### src/hdl/bfsd_pkg.sv
package bfsd_pkg;

    // key schedule seed and byte mixing multiplier
    localparam logic [31:0] SEED_WORD   = 32'hCAFFE19E;
    localparam logic [31:0] MIX_MULT    = 32'h0F902007;
    localparam int          KEY_LEN_DEF = 8;
    localparam int          KEY_W       = 64;

    // controller states
    typedef enum logic [2:0] {
        ST_IDLE,
        ST_KEY_SQ,
        ST_KEY_MIX,
        ST_KEY_WORD,
        ST_DAT_SQ,
        ST_DAT_MIX,
        ST_DAT_WORD
    } state_t;

    // shared multiplier operations
    typedef enum logic [1:0] {
        MUL_SQ,
        MUL_MIX,
        MUL_WORD
    } mul_op_t;

    // controller to datapath commands
    typedef struct packed {
        logic    in_ready;
        logic    load_in;
        logic    seed;
        logic    key_src;
        logic    key_cnt_clr;
        logic    key_cnt_inc;
        logic    latch_m;
        mul_op_t op;
        logic    word_upd;
        logic    push_out;
    } cmd_t;

    // datapath to controller status
    typedef struct packed {
        logic fresh;
        logic key_last;
        logic out_stall;
    } status_t;

endpackage

### src/hdl/bfsd_if.sv
interface bfsd_in_if;
    logic       valid;
    logic       ready;
    logic [7:0] cipher_byte;
    logic       last_in_record;

    modport source (output valid, cipher_byte, last_in_record, input ready);
    modport sink (input valid, cipher_byte, last_in_record, output ready);
endinterface

interface bfsd_out_if;
    logic       valid;
    logic       ready;
    logic [7:0] plain_byte;
    logic       last_out;

    modport source (output valid, plain_byte, last_out, input ready);
    modport sink (input valid, plain_byte, last_out, output ready);
endinterface

interface bfsd_cfg_if;
    logic        valid;
    logic        ready;
    logic [63:0] key_bytes;

    modport source (output valid, key_bytes, input ready);
    modport sink (input valid, key_bytes, output ready);
endinterface

### src/hdl/byte_feedback_stream_decipher.sv
// Byte feedback stream decipher.
// din takes one transaction per ciphertext byte (cipher_byte, last_in_record);
// dout gives one transaction per byte (plain_byte, last_out) in the same order.
// cfg writes the 64-bit key_bytes register; its ready is always high. Write it
// only while no byte is in flight; a new key is used from the next record start.
// A byte inside a record passes through idle and three work states (DAT_SQ,
// DAT_MIX, DAT_WORD); din is ready only in idle, so it takes no new byte
// until the last one has left DAT_WORD. The first byte of a record first runs
// the key schedule, three steps (KEY_SQ, KEY_MIX, KEY_WORD) per key byte. Every
// feedback step uses the one shared 32x32 multiplier three times: byte squared,
// times the mixing constant, word product. A result waits in the dout register
// while the receiver stalls; the next byte is still accepted and holds in its
// last work state until that register frees. Reset clears the key to zero, the
// feedback words to zero and marks the next byte as a record start.
module byte_feedback_stream_decipher #(
    parameter int KEY_LEN = bfsd_pkg::KEY_LEN_DEF
) (
    input logic      clk,
    input logic      rst_n,
    bfsd_in_if.sink  din,
    bfsd_out_if.source dout,
    bfsd_cfg_if.sink cfg
);
    import bfsd_pkg::*;

    cmd_t    cmd;
    status_t st;

    assign cfg.ready = 1'b1;
    assign din.ready = cmd.in_ready;

    // sequencer
    bfsd_ctrl u_ctrl (
        .clk      (clk),
        .rst_n    (rst_n),
        .in_valid (din.valid),
        .st       (st),
        .cmd      (cmd)
    );

    // feedback words, multiplier and output register
    bfsd_dp #(
        .KEY_LEN (KEY_LEN)
    ) u_dp (
        .clk            (clk),
        .rst_n          (rst_n),
        .cmd            (cmd),
        .st             (st),
        .cipher_byte    (din.cipher_byte),
        .last_in_record (din.last_in_record),
        .cfg_valid      (cfg.valid),
        .key_bytes      (cfg.key_bytes),
        .out_valid      (dout.valid),
        .out_ready      (dout.ready),
        .plain_byte     (dout.plain_byte),
        .last_out       (dout.last_out)
    );
endmodule

### src/hdl/bfsd_ctrl.sv
module bfsd_ctrl (
    input  logic              clk,
    input  logic              rst_n,
    input  logic              in_valid,
    input  bfsd_pkg::status_t st,
    output bfsd_pkg::cmd_t    cmd
);
    import bfsd_pkg::*;

    state_t state_reg;
    state_t state_next;

    // state register
    always_ff @(posedge clk or negedge rst_n)
    begin
        if (!rst_n)
        begin
            state_reg <= ST_IDLE;
        end
        else
        begin
            state_reg <= state_next;
        end
    end

    // next state
    always_comb
    begin
        state_next = state_reg;
        case (state_reg)
            ST_IDLE:
            begin
                if (in_valid)
                begin
                    state_next = st.fresh ? ST_KEY_SQ : ST_DAT_SQ;
                end
            end
            ST_KEY_SQ:   state_next = ST_KEY_MIX;
            ST_KEY_MIX:  state_next = ST_KEY_WORD;
            ST_KEY_WORD: state_next = st.key_last ? ST_DAT_SQ : ST_KEY_SQ;
            ST_DAT_SQ:   state_next = ST_DAT_MIX;
            ST_DAT_MIX:  state_next = ST_DAT_WORD;
            ST_DAT_WORD:
            begin
                if (!st.out_stall)
                begin
                    state_next = ST_IDLE;
                end
            end
            default:     state_next = ST_IDLE;
        endcase
    end

    // command outputs
    always_comb
    begin
        cmd = '0;
        cmd.op = MUL_SQ;
        case (state_reg)
            ST_IDLE:
            begin
                cmd.in_ready    = 1'b1;
                cmd.load_in     = in_valid;
                cmd.seed        = in_valid & st.fresh;
                cmd.key_cnt_clr = in_valid & st.fresh;
            end
            ST_KEY_SQ:
            begin
                cmd.key_src = 1'b1;
                cmd.op      = MUL_SQ;
            end
            ST_KEY_MIX:
            begin
                cmd.op = MUL_MIX;
            end
            ST_KEY_WORD:
            begin
                cmd.op          = MUL_WORD;
                cmd.word_upd    = 1'b1;
                cmd.key_cnt_inc = 1'b1;
            end
            ST_DAT_SQ:
            begin
                cmd.op      = MUL_SQ;
                cmd.latch_m = 1'b1;
            end
            ST_DAT_MIX:
            begin
                cmd.op = MUL_MIX;
            end
            ST_DAT_WORD:
            begin
                cmd.op       = MUL_WORD;
                cmd.word_upd = ~st.out_stall;
                cmd.push_out = ~st.out_stall;
            end
            default:
            begin
                cmd.op = MUL_SQ;
            end
        endcase
    end

`ifndef SYNTHESIS
    // a fresh record always starts with the key schedule
    assert property (@(posedge clk) disable iff (!rst_n)
        (state_reg == ST_IDLE && in_valid && st.fresh) |=> state_reg == ST_KEY_SQ)
        else $error("fresh record skipped key schedule");

    // last key step hands over to the data byte
    assert property (@(posedge clk) disable iff (!rst_n)
        (state_reg == ST_KEY_WORD && st.key_last) |=> state_reg == ST_DAT_SQ)
        else $error("key schedule did not end at last key byte");
`endif
endmodule

### src/hdl/bfsd_dp.sv
module bfsd_dp #(
    parameter int KEY_LEN = bfsd_pkg::KEY_LEN_DEF
) (
    input  logic                        clk,
    input  logic                        rst_n,
    input  bfsd_pkg::cmd_t              cmd,
    output bfsd_pkg::status_t           st,
    input  logic [7:0]                  cipher_byte,
    input  logic                        last_in_record,
    input  logic                        cfg_valid,
    input  logic [bfsd_pkg::KEY_W-1:0]  key_bytes,
    output logic                        out_valid,
    input  logic                        out_ready,
    output logic [7:0]                  plain_byte,
    output logic                        last_out
);
    import bfsd_pkg::*;

    localparam int KCNT_W = (KEY_LEN > 1) ? $clog2(KEY_LEN) : 1;

    logic [KEY_W-1:0]  key_reg;
    logic [KCNT_W-1:0] key_cnt_reg;
    logic [31:0]       word_now_reg;
    logic [31:0]       word_before_reg;
    logic              fresh_reg;
    logic [7:0]        c_reg;
    logic              last_reg;
    logic [7:0]        m_reg;
    logic [15:0]       sq_reg;
    logic [31:0]       mix_reg;
    logic              out_valid_reg;
    logic [7:0]        plain_reg;
    logic              last_out_reg;

    logic [7:0]  key_byte;
    logic [7:0]  m_now;
    logic [7:0]  sq_byte;
    logic [31:0] mul_a;
    logic [31:0] mul_b;
    logic [31:0] mul_prod;

    // key register, written from the configuration port
    always_ff @(posedge clk or negedge rst_n)
    begin
        if (!rst_n)
        begin
            key_reg <= '0;
        end
        else if (cfg_valid)
        begin
            key_reg <= key_bytes;
        end
    end

    // key byte counter
    always_ff @(posedge clk or negedge rst_n)
    begin
        if (!rst_n)
        begin
            key_cnt_reg <= '0;
        end
        else if (cmd.key_cnt_clr)
        begin
            key_cnt_reg <= '0;
        end
        else if (cmd.key_cnt_inc)
        begin
            key_cnt_reg <= key_cnt_reg + KCNT_W'(1);
        end
    end

    assign key_byte = key_reg[8*key_cnt_reg +: 8];

    // plaintext byte from the current feedback words
    assign m_now = c_reg ^ word_now_reg[10:3] ^ {word_before_reg[4:0], 3'b000};
    assign sq_byte = cmd.key_src ? key_byte : m_now;

    // shared multiplier, low 32 bits of the product
    always_comb
    begin
        case (cmd.op)
            MUL_SQ:
            begin
                mul_a = {24'd0, sq_byte};
                mul_b = {24'd0, sq_byte};
            end
            MUL_MIX:
            begin
                mul_a = {16'd0, sq_reg};
                mul_b = MIX_MULT;
            end
            MUL_WORD:
            begin
                mul_a = {2'b00, word_now_reg[31:2]};
                mul_b = {7'd0, word_now_reg[31:7]};
            end
            default:
            begin
                mul_a = '0;
                mul_b = '0;
            end
        endcase
    end

    assign mul_prod = mul_a * mul_b;

    // multiplier result registers and input transaction capture
    always_ff @(posedge clk)
    begin
        if (cmd.op == MUL_SQ)
        begin
            sq_reg <= mul_prod[15:0];
        end
        if (cmd.op == MUL_MIX)
        begin
            mix_reg <= mul_prod;
        end
        if (cmd.latch_m)
        begin
            m_reg <= m_now;
        end
        if (cmd.load_in)
        begin
            c_reg    <= cipher_byte;
            last_reg <= last_in_record;
        end
    end

    // feedback words and record start flag
    always_ff @(posedge clk or negedge rst_n)
    begin
        if (!rst_n)
        begin
            word_now_reg    <= '0;
            word_before_reg <= '0;
            fresh_reg       <= 1'b1;
        end
        else
        begin
            if (cmd.seed)
            begin
                word_now_reg <= SEED_WORD;
            end
            else if (cmd.word_upd)
            begin
                word_now_reg    <= mul_prod ^ mix_reg;
                word_before_reg <= word_now_reg;
            end
            if (cmd.push_out)
            begin
                fresh_reg <= last_reg;
            end
        end
    end

    // output register
    always_ff @(posedge clk or negedge rst_n)
    begin
        if (!rst_n)
        begin
            out_valid_reg <= 1'b0;
        end
        else if (cmd.push_out)
        begin
            out_valid_reg <= 1'b1;
        end
        else if (out_ready)
        begin
            out_valid_reg <= 1'b0;
        end
    end

    always_ff @(posedge clk)
    begin
        if (cmd.push_out)
        begin
            plain_reg    <= m_reg;
            last_out_reg <= last_reg;
        end
    end

    assign out_valid  = out_valid_reg;
    assign plain_byte = plain_reg;
    assign last_out   = last_out_reg;

    assign st.fresh     = fresh_reg;
    assign st.key_last  = (key_cnt_reg == KCNT_W'(KEY_LEN - 1));
    assign st.out_stall = out_valid_reg & ~out_ready;

`ifndef SYNTHESIS
    // never overwrite a result that is still waiting
    assert property (@(posedge clk) disable iff (!rst_n)
        cmd.push_out |-> !(out_valid_reg && !out_ready))
        else $error("result pushed over a stalled result");

    // words only move when the multiplier is on the word product
    assert property (@(posedge clk) disable iff (!rst_n)
        cmd.word_upd |-> cmd.op == MUL_WORD)
        else $error("word update without word product");
`endif
endmodule

### src/flat_wrapper.sv
// flat-port wrapper written by rule: the top's interface ports become plain ports
module byte_feedback_stream_decipher_flat import bfsd_pkg::*;
#(
    parameter int KEY_LEN = bfsd_pkg::KEY_LEN_DEF
)
  (clk, rst_n, din_valid, din_cipher_byte, din_last_in_record, din_ready, dout_valid, dout_plain_byte, dout_last_out, dout_ready, cfg_valid, cfg_key_bytes, cfg_ready);
  bfsd_in_if din_i ();
  bfsd_out_if dout_i ();
  bfsd_cfg_if cfg_i ();
  input logic clk;
  input logic rst_n;
  input wire logic [$bits(din_i.valid)-1:0] din_valid;
  input wire logic [$bits(din_i.cipher_byte)-1:0] din_cipher_byte;
  input wire logic [$bits(din_i.last_in_record)-1:0] din_last_in_record;
  output wire logic [$bits(din_i.ready)-1:0] din_ready;
  output wire logic [$bits(dout_i.valid)-1:0] dout_valid;
  output wire logic [$bits(dout_i.plain_byte)-1:0] dout_plain_byte;
  output wire logic [$bits(dout_i.last_out)-1:0] dout_last_out;
  input wire logic [$bits(dout_i.ready)-1:0] dout_ready;
  input wire logic [$bits(cfg_i.valid)-1:0] cfg_valid;
  input wire logic [$bits(cfg_i.key_bytes)-1:0] cfg_key_bytes;
  output wire logic [$bits(cfg_i.ready)-1:0] cfg_ready;
  assign din_i.valid = din_valid;
  assign din_i.cipher_byte = din_cipher_byte;
  assign din_i.last_in_record = din_last_in_record;
  assign din_ready = din_i.ready;
  assign dout_valid = dout_i.valid;
  assign dout_plain_byte = dout_i.plain_byte;
  assign dout_last_out = dout_i.last_out;
  assign dout_i.ready = dout_ready;
  assign cfg_i.valid = cfg_valid;
  assign cfg_i.key_bytes = cfg_key_bytes;
  assign cfg_ready = cfg_i.ready;
  byte_feedback_stream_decipher #(.KEY_LEN(KEY_LEN)) u_core (.clk(clk), .rst_n(rst_n), .din(din_i), .dout(dout_i), .cfg(cfg_i));
endmodule
### config.mk
export PLATFORM = sky130hd
export DESIGN_NAME = byte_feedback_stream_decipher_flat
export DESIGN_NICKNAME = d
export VERILOG_FILES = /design/src/hdl/bfsd_pkg.sv /design/src/hdl/bfsd_if.sv /design/src/hdl/byte_feedback_stream_decipher.sv /design/src/hdl/bfsd_ctrl.sv /design/src/hdl/bfsd_dp.sv /design/src/flat_wrapper.sv
export SDC_FILE = /design/constraint.sdc
export NUM_CORES = 1
export LEC_CHECK = 0
export CORE_UTILIZATION = 50
export CTS_BUF_LIST = sky130_fd_sc_hd__clkbuf_4
export CTS_CLUSTER_DIAMETER = 40
export CTS_CLUSTER_SIZE = 40
export DETAILED_ROUTE_END_ITERATION = 8
export DONT_BUFFER_PORTS = 1
export PLACE_DENSITY_LB_ADDON = 0.15
export SETUP_SLACK_MARGIN = 0.15
export SYNTH_ARGS = -nofsm -noshare
export SYNTH_HDL_FRONTEND = slang
export SYNTH_SLANG_ARGS = --single-unit
### constraint.sdc
create_clock -name clk -period 13.25 [get_ports clk]
set_input_delay 0 -clock clk [delete_from_list [all_inputs] [get_ports clk]]
set_output_delay 0 -clock clk [all_outputs]
set_load 0.01 [all_outputs]
==> impl_metrics.csv, run 1 <==
group,metric,value,unit
routing,antenna_left,0,
cts,ctsHtreeMaxLevel,4,
worst_hold_path,holdPathEnd,"u_core.u_dp.key_reg[10]",
synth,synthFlopType,"dfrtp_1",
cts,clk_pin_slew,0.19,ns
placed_design,place_congestion,0.937,
critical_path,critical_path.slowest_cell,"a2111oi_1",
critical_path,cpPeakStageDelay,0.93,ns
routing,routed-wl-met3,5.73,mm
cts,insertion_delay,0.61,ns
synth,netlist_area,23100,µm²
critical_path,cpMostUsedCell,"inv_1",
placed_design,placed_area,23800,µm²
timing,finalHoldViolCount,0,
layout,final_area,25600,µm²
synth,synth_cell_types,82,
grt,grt_pass1_wl,113,mm
floorplanning,dieArea,47100,µm²
worst_hold_path,hold_depth,2,
layout,largest_reg_flops,64,
worst_hold_path,worstHoldStart,"cfg_valid",
floorplanning,rows,78,
routing,top_layer_used,"met4",
synth,yosys.area.top_type_share,0.350,
layout,layout_common_cells,"541 x inv_1, 405 x fa_1, 259 x nor2_1, 214 x nand2_1, 152 x dlygate4sd3_1",
critical_path,r2r_cells,28,
floorplanning,fp.dieW,217,µm
timing,fmax,93.6,MHz
grt,antenna_found_initial,1,
critical_path,reg2reg_from,"u_core.u_ctrl.state_reg[2]",
critical_path,r2r_end,"u_core.u_dp.word_now_reg[30]",
floorplanning,ios,90,
timing,setup_viol,0,
critical_path,crit_fanout,34,
grt,grt_max_degree,78,
grt,grt_use_total,0.327,
timing,period_share,0.807,
synth,synth-edff-count,74,
layout,nFillCells,4110,
grt,grt_pass1_vias,18490,
floorplanning,die_y,217,µm
timing,tns,0,ns
timing,post-route-min-period,10.69,ns
timing,slew-limit-headroom,0.173,
critical_path,worstSetupPathType,"flop to flop",
critical_path,cp-start-kind,"flop",
cts,cts_setup_buffers,0,
synth,syn_inst,2365,
layout,drive_gt1_frac,0.0777,
grt,gr-total-overflow,0,
cts,cts_root_buf,"clkbuf_4",
synth,synth.avg_cell_area,9.78,µm²
run,max_cap_viol_count,0,
cts,cts_tree,"done",
routing,wl_per_cell,23.7,µm
synth,synthTopCellsByArea,"fa_1 35%, dfrtp_1 12%, edfxtp_1 9.6%, inv_1 8.8%, ha_1 6.2%",
floorplanning,start_util,0.509,
outcome,run_status,"completed",
routing,m1WireLength,29.8,mm
synth,postSynth.asyncResetShare,0.596,
cts,numClockSinks,183,
synth,ys_seq_area_frac,0.214,
layout,syn2layout_area_growth,10.7,%
timing,tightestPinTransition,1.24,ns
placed_design,dp_hpwl,55.0,mm
routing,wl_met2,34.1,mm
timing,rsz0062_at_grt,"false",
timing,clock_skew,0.0354,ns
cts,ctsLongestPathBuffers,2,
routing,post-route-drc-count,0,
synth,yosys.area.top_type,"fa_1",
floorplanning,fp.coreArea,45500,µm²
placed_design,io_buffers,0,
layout,layout_commonest_cell,"inv_1",
routing,dr_total_vias,17249,
critical_path,cp.arrival,11.21,ns
routing,via_per_inst,5.61,
layout,fin_nets,3056,
routing,drt_iter0_drc,1512,
worst_hold_path,hp-class,"input pin to flop",
critical_path,critPathLaunch,"u_core.u_ctrl.state_reg[2]",
synth,ys_ff_latch,183,
cts,numCtsBuffers,17,
synth,syn_nets,2962,
critical_path,rrSetupSlack,2.56,ns
critical_path,cp.required,13.77,ns
synth,synth_warnings,0,
timing,slew_viol_final,0,
routing,dr.pass1.iters,6,
routing,drt-total-wl,72.7,mm
critical_path,endpoint_kind,"flop",
[per-stage QoR]
stage | utilization | setup slack [ns] | instances | hold slack, ns
finish | 0.564 | 2.56 | 3074 | 0.0689
global route | 0.563 | 1.92 | 3073 | 0.0351
CTS | 0.563 | 2.67 | 3072 | 0.0283
detailed placement | 0.522 | 2.70 | 2886 | -0.294
global placement | 0.522 | 3.02 | 2886 | -0.294
floorplan | - | 3.90 | 2365 | -0.296
[cell families (layout without fill, tap and decap cells)]
| logic type | Yosys count | after routing | synth area share |
|---|---|---|---|
| xor+xnor | 94 | 94 | 0.0400 |
| buf+inv | 655 | 762 | 0.107 |
| mux | 97 | 97 | 0.0544 |
| fa+ha+maj | 519 | 519 | 0.412 |
| flops | 183 | 183 | 0.214 |
| compound gates | 179 | 179 | 0.0524 |
| simple gates | 637 | 637 | 0.120 |
| other cells | 1 | 3 | 0.000162 |
[cell usage after synthesis (4+ instances only)]
cell type / n
edfxtp_1: 74
a211oi_1: 16
mux2_2: 71
a21o_1: 12
xnor2_1: 71
a21oi_1: 48
nor4_1: 4
dfrtp_1: 108
o21ai_0: 30
clkbuf_1: 93
nor2b_1: 5
o211ai_1: 6
or2_2: 13
a211o_1: 8
mux4_2: 16
ha_1: 114
o21a_1: 7
nor2_1: 259
o21ai_1: 5
nor3_1: 27
inv_1: 541
nand2b_1: 17
a31oi_1: 6
buf_1: 6
and2_1: 13
buf_2: 9
mux2i_1: 10
and3_1: 19
nand2_1: 214
xor2_1: 15
nand3_1: 43
fa_1: 405
[metal layers]
metal | up-vias | GRT usage
met4 | 0 | 0.132
met2 | 798 | 0.518
li1 | 7408 | -
met3 | 154 | 0.0416
met5 | - | 0
met1 | 8889 | 0.459
[worst max-delay path: cells and delay by family, from the launching register on]
kind / cells / cell delay, ns
XOR/XNOR: 1 / 0.60
AND/OR/NAND/NOR: 6 / 2.24
buffers and inverters: 8 / 1.02
AO/OA/AOI/OAI: 5 / 2.08
adder cells (fa/ha/maj): 8 / 3.78
flip-flops: 1 / 0.87
[worst max path at each step]
stage,to
after floorplan,u_core.u_dp.word_now_reg[31]
after global placement,u_core.u_dp.word_now_reg[31]
after detailed placement,u_core.u_dp.word_now_reg[30]
after CTS,u_core.u_dp.word_now_reg[30]
after global routing,u_core.u_dp.word_now_reg[30]
final,u_core.u_dp.word_now_reg[30]
[cell type report]
type / count / area, µm² / area share
inverter: 543 / 2040 / 0.0795
multi-input combinational: 1527 / 15800 / 0.615
antenna: 2 / 5.00 / 0.000195
sequential: 183 / 4950 / 0.193
clock inverter: 15 / 165 / 0.00644
timing repair buffer: 187 / 1820 / 0.0712
clock buffer: 17 / 128 / 0.00498
tap: 600 / 751 / 0.0293
[repair_timing]
action | 4_1_cts | 5_1_grt
endpoints found under the hold margin | 195 | 0
hold buffers | 154 | 0
resized for setup | 0 | 0
setup endpoints to repair | 0 | 0
Power of run 1 is not shown: default switching activity piles up to over one toggle a cycle in this logic, so the estimate is an artifact.
==> run 2, diff against run 1 <==
==> constraint.sdc (replaced) <==
create_clock -name clk -period 8.82 [get_ports clk]
set_input_delay 0 -clock clk [delete_from_list [all_inputs] [get_ports clk]]
set_output_delay 0 -clock clk [all_outputs]
set_load 0.01 [all_outputs]
==> run 2 against run 1 <==
Wire length grew 4.6%. Via count is 2.9% higher. Utilization grew 3.2 points. Critical path depth increased by 4. First-iteration DRC count is 4.2% lower. Register-to-register slack lost 2.2 ns. Clock skew up 0.014 ns. Cell area rose by 5.7%. Critical path type unchanged. Critical endpoint is now u_core.u_dp.word_now_reg[31]. Largest cell class unchanged. Highest routed layer unchanged.
==> impl_metrics.csv, run 2 (synthesis results as in run 1) <==
group,metric,value,unit
outcome,run_status,"completed",
floorplanning,fp.dieW,217,µm
critical_path,crit_fanout,12,
critical_path,cpPeakStageDelay,0.54,ns
grt,grt_pass1_wl,116,mm
cts,numCtsBuffers,17,
placed_design,io_buffers,0,
placed_design,numPlacedInstances,2987,
timing,fmax,118,MHz
floorplanning,rows,78,
placed_design,place_congestion,0.985,
critical_path,cp.arrival,9.06,ns
critical_path,reg2reg_from,"u_core.u_dp.key_cnt_reg[1]",
critical_path,rrSetupSlack,0.34,ns
grt,grt_use_total,0.337,
grt,grt_max_degree,109,
floorplanning,fp.coreArea,45500,µm²
timing,tightestPinTransition,1.16,ns
placed_design,dp_hpwl,58.6,mm
routing,wl_per_cell,23.8,µm
routing,dr_total_vias,17749,
critical_path,r2r_cells,32,
cts,clk_pin_slew,0.19,ns
critical_path,cp.required,9.39,ns
floorplanning,ios,90,
routing,post-route-drc-count,0,
layout,utilization,0.596,
layout,stdcell_count,3201,
cts,insertion_delay,0.69,ns
floorplanning,dieArea,47100,µm²
grt,gr-total-overflow,0,
routing,antenna_left,0,
critical_path,worstSetupPathType,"flop to flop",
critical_path,critPathTopFamily,"adder cells",
critical_path,critical_path.slowest_cell,"fa_1",
grt,antenna_found_initial,3,
placed_design,post-place-ws,-0.0669,ns
timing,fin_ws,0.337,ns
critical_path,crit_buf_inv,9,
cts,ctsLongestPathBuffers,2,
worst_hold_path,hold_depth,3,
critical_path,cpMostUsedCell,"fa_1",
layout,syn2layout_area_growth,17.1,%
timing,clock_skew,0.0497,ns
layout,largest_reg_flops,64,
layout,fin_nets,3184,
floorplanning,start_util,0.509,
floorplanning,die_y,217,µm
layout,layout_commonest_cell,"inv_1",
layout,layout_common_cells,"541 x inv_1, 402 x fa_1, 254 x nor2_1, 212 x nand2_1, 152 x dlygate4sd3_1",
worst_hold_path,worstHoldStart,"dout_ready",
cts,numClockSinks,183,
timing,finalHoldViolCount,0,
routing,drt_iter0_drc,1449,
cts,cts_tree,"done",
timing,slew-limit-headroom,0.227,
timing,slew_viol_final,0,
critical_path,endpoint_kind,"flop",
timing,rsz0062_at_grt,"true",
critical_path,r2r_end,"u_core.u_dp.word_now_reg[31]",
grt,grt_pass1_vias,19174,
timing,setup_viol,0,
run,max_cap_viol_count,0,
critical_path,cp-start-kind,"flop",
timing,fin_hold_ws,0.0996,ns
routing,drt-total-wl,76.1,mm
layout,regArea,4950,µm²
timing,post-route-min-period,8.48,ns
cts,cts_root_buf,"clkbuf_4",
routing,dr.pass1.iters,5,
cts,ctsHtreeMaxLevel,4,
layout,drive_gt1_frac,0.142,
worst_hold_path,holdPathEnd,"u_core.u_dp.out_valid",
layout,nFillCells,3920,
routing,via_per_inst,5.54,
layout,multi_input_area,16100,µm²
worst_hold_path,hp-class,"input pin to flop",
timing,period_share,0.962,
-- run 2: cell types whose count changed in the layout (fill, tap and decap cells not counted), sizes merged --
cell    change
clkinv      +5
a221o       +1
buf       +127
inv         -5
diode       -1
-- run 2: how the worst max path moves through the flow --
stage / end / start / depth (start not counted) / slack [ns]
4_1_cts: u_core.u_dp.word_now_reg[31] / u_core.u_ctrl.state_reg[1] / 33 / 0.11
6_report: u_core.u_dp.word_now_reg[31] / u_core.u_dp.key_cnt_reg[1] / 32 / 0.34
3_3_place_gp: u_core.u_dp.word_now_reg[31] / u_core.u_dp.key_cnt_reg[0] / 30 / 0.07
5_1_grt: u_core.u_dp.word_now_reg[31] / u_core.u_dp.key_cnt_reg[0] / 30 / 0.07
3_5_place_dp: u_core.u_dp.word_now_reg[30] / u_core.u_dp.key_cnt_reg[0] / 32 / -0.07
2_1_floorplan: u_core.u_dp.word_now_reg[31] / u_core.u_ctrl.state_reg[1] / 34 / 0.21
-- run 2: routing by layer --
metal,wire length [µm],track usage
met2,36300,0.549
met1,30300,0.444
met3,6040,0.0581
met4,3430,0.146
met5,0,0
-- run 2: what timing repair did --
action                     4_1_cts  5_1_grt
hold buffers                   155        0
resized for setup               14       76
gates cloned                     0        2
pin swaps                        1       13
hold endpoints to repair       217        0
setup buffers                    2       22
setup endpoints to repair        6       15
-- run 2: cell type report --
class                   count  area share
well taps                 600      0.0277
clock buffers              17     0.00471
repair buffers            314       0.109
inverters                 543      0.0754
diodes                      1   0.0000924
multi-input cells        1528       0.593
flip-flops and latches    183       0.183
clock inverters            15     0.00716
-- run 2: worst register-to-register path, delay by kind of cell, from the launching register on --
kind | cells | cell delay (ns)
AND/OR/NAND/NOR | 5 | 0.66
buffers and inverters | 9 | 0.79
multiplexers | 3 | 1.00
AO/OA/AOI/OAI | 7 | 1.72
flip-flops | 1 | 0.45
adder cells (fa/ha/maj) | 8 | 3.77
-- run 2: metrics by stage --
| step | instance area, µm² | setup TNS [ns] |
|---|---|---|
| floorplan | 23200 | 0 |
| global placement | 24600 | 0 |
| detailed placement | 24600 | -0.123 |
| CTS | 26600 | 0 |
| global route | 27100 | 0 |
| finish | 27100 | 0 |
Power of run 2 is left out for the same reason.
==> run 3, diff against run 2 <==
--- a/config.mk
+++ b/config.mk
@@ -11,8 +11,9 @@
 export CTS_CLUSTER_SIZE = 40
 export DETAILED_ROUTE_END_ITERATION = 8
 export DONT_BUFFER_PORTS = 1
-export PLACE_DENSITY_LB_ADDON = 0.15
-export SETUP_SLACK_MARGIN = 0.15
+export GPL_TIMING_DRIVEN = 0
+export PLACE_DENSITY_LB_ADDON = 0.3
+export SETUP_SLACK_MARGIN = 0.5
 export SYNTH_ARGS = -nofsm -noshare
 export SYNTH_HDL_FRONTEND = slang
 export SYNTH_SLANG_ARGS = --single-unit
==> run 3 against run 2 <==
Maximum frequency shrank 2.7%. Cell count grew 2.8%. Flip-flop and latch count is the same. Wire length grew 7.9%. Die area is the same. Clock-buffer cell count grew 1. Critical path type unchanged. Worst hold slack gained 0.021 ns. Cell area grew 6.3%. First-iteration DRC count grew 15%. Critical path depth shrank 2. Register-to-register slack lost 0.23 ns.
==> impl_metrics.csv, run 3 (synthesis results as in run 1) <==
group,metric,value,unit
floorplanning,fp.dieW,217,µm
placed_design,place_congestion,1.02,
worst_hold_path,hp-class,"input pin to flop",
floorplanning,ios,90,
critical_path,cpMostUsedCell,"fa_1",
routing,antenna_left,0,
cts,cts_root_buf,"clkbuf_4",
timing,setup_viol,0,
critical_path,critical_path.slowest_cell,"fa_2",
layout,multi_input_area,16900,µm²
timing,fmax,115,MHz
timing,tightestPinTransition,1.30,ns
outcome,run_status,"completed",
grt,grt_pass1_wl,122,mm
placed_design,numPlacedInstances,2967,
grt,gr-total-overflow,0,
cts,numCtsBuffers,17,
routing,drt-total-wl,82.1,mm
critical_path,reg2reg_from,"u_core.u_dp.key_cnt_reg[1]",
routing,post-route-drc-count,0,
timing,clock_skew,0.0301,ns
layout,largest_reg_flops,64,
layout,syn2layout_area_growth,24.5,%
critical_path,cp-endpoint,"u_core.u_dp.word_now_reg[31]",
layout,nFillCells,3588,
critical_path,r2r_cells,30,
routing,dr_total_vias,18961,
timing,period_share,0.988,
layout,regArea,4950,µm²
floorplanning,dieArea,47100,µm²
timing,slew-limit-headroom,0.125,
cts,clk_pin_slew,0.17,ns
routing,drt_iter0_drc,1668,
grt,grt_pass1_vias,20318,
grt,grt_use_total,0.359,
floorplanning,start_util,0.509,
critical_path,critPathLaunch,"u_core.u_dp.key_cnt_reg[1]",
layout,stdcell_count,3290,
cts,ctsHtreeMaxLevel,4,
layout,drive_gt1_frac,0.204,
cts,numClockSinks,183,
floorplanning,rows,78,
floorplanning,fp.coreArea,45500,µm²
critical_path,cp.arrival,9.22,ns
timing,rsz0062_at_grt,"true",
timing,post-route-min-period,8.72,ns
placed_design,io_buffers,0,
critical_path,cpPeakStageDelay,0.55,ns
cts,insertion_delay,0.67,ns
routing,wl_per_cell,24.9,µm
critical_path,cp-start-kind,"flop",
critical_path,cp.required,9.32,ns
critical_path,endpoint_kind,"flop",
timing,finalHoldViolCount,0,
layout,layout_common_cells,"511 x inv_1, 385 x fa_1, 237 x nor2_1, 202 x nand2_1, 150 x dlygate4sd3_1",
layout,fin_nets,3271,
placed_design,dp_hpwl,57.4,mm
routing,dr.pass1.iters,6,
timing,slew_viol_final,0,
floorplanning,die_y,217,µm
routing,via_per_inst,5.76,
run,max_cap_viol_count,0,
critical_path,r2r_end,"u_core.u_dp.word_now_reg[31]",
critical_path,rrSetupSlack,0.10,ns
cts,ctsLongestPathBuffers,2,
critical_path,crit_fanout,10,
cts,cts_tree,"done",
layout,layout_commonest_cell,"inv_1",
grt,grt_max_degree,109,
grt,antenna_found_initial,3,
critical_path,worstSetupPathType,"flop to flop",
run 3: how the worst min path moves through the flow:
stage,to,cells past startpoint,start
5_1_grt,u_core.u_dp.word_now_reg[2],4,din_valid
6_report,u_core.u_dp.word_now_reg[2],4,din_valid
4_1_cts,u_core.u_dp.word_now_reg[2],4,din_valid
2_1_floorplan,u_core.u_ctrl.state_reg[0],0,rst_n
3_3_place_gp,u_core.u_dp.word_now_reg[29],0,rst_n
3_5_place_dp,u_core.u_dp.key_reg[44],0,rst_n
run 3: layer usage:
layer | vias to the layer above | GRT usage | wire (µm)
li1 | 7862 | - | -
met1 | 9592 | 0.425 | 29500
met2 | 1156 | 0.573 | 37900
met3 | 349 | 0.0881 | 7880
met4 | 2 | 0.252 | 6720
met5 | - | 0.0115 | 80
run 3: area by class of cell:
type | count | share of cell area
multi-input cells | 1527 | 0.587
flip-flops and latches | 183 | 0.172
repair buffers | 290 | 0.0994
inverters | 543 | 0.0711
plain buffers | 112 | 0.0345
well taps | 600 | 0.0261
clock inverters | 14 | 0.00486
clock buffers | 18 | 0.00469
diodes | 3 | 0.000261
run 3: repair_timing:
action | CTS | global route
gates resized for setup | 318 | 135
pin swaps | 71 | 82
hold buffers | 152 | 0
cloned | 3 | 0
setup endpoints to repair | 52 | 28
endpoints found under the hold margin | 196 | 0
setup buffers | 94 | 39
run 3: worst max-delay path, delay by kind of cell, from the launching register on:
family,cells,cell delay [ns]
flip-flops,1,0.43
AND/OR/NAND/NOR,2,0.44
buffers and inverters,8,0.98
adder cells (fa/ha/maj),8,3.60
multiplexers,3,1.14
AO/OA/AOI/OAI,9,1.96
run 3: metrics by stage:
step | TNS (ns) | area (µm²) | util | setup WS, ns | hold slack (ns)
after detailed placement | -39.06 | 24000 | 0.528 | -2.38 | -0.285
after global routing | 0 | 28800 | 0.633 | 0.00197 | 0.107
final | 0 | 28800 | 0.633 | 0.102 | 0.120
after floorplan | 0 | 23200 | - | 0.504 | -0.296
after global placement | -66.21 | 24000 | 0.527 | -2.93 | -0.291
after CTS | 0 | 28000 | 0.616 | 0.209 | 0.00124
Power of run 3 is left out for the same reason.
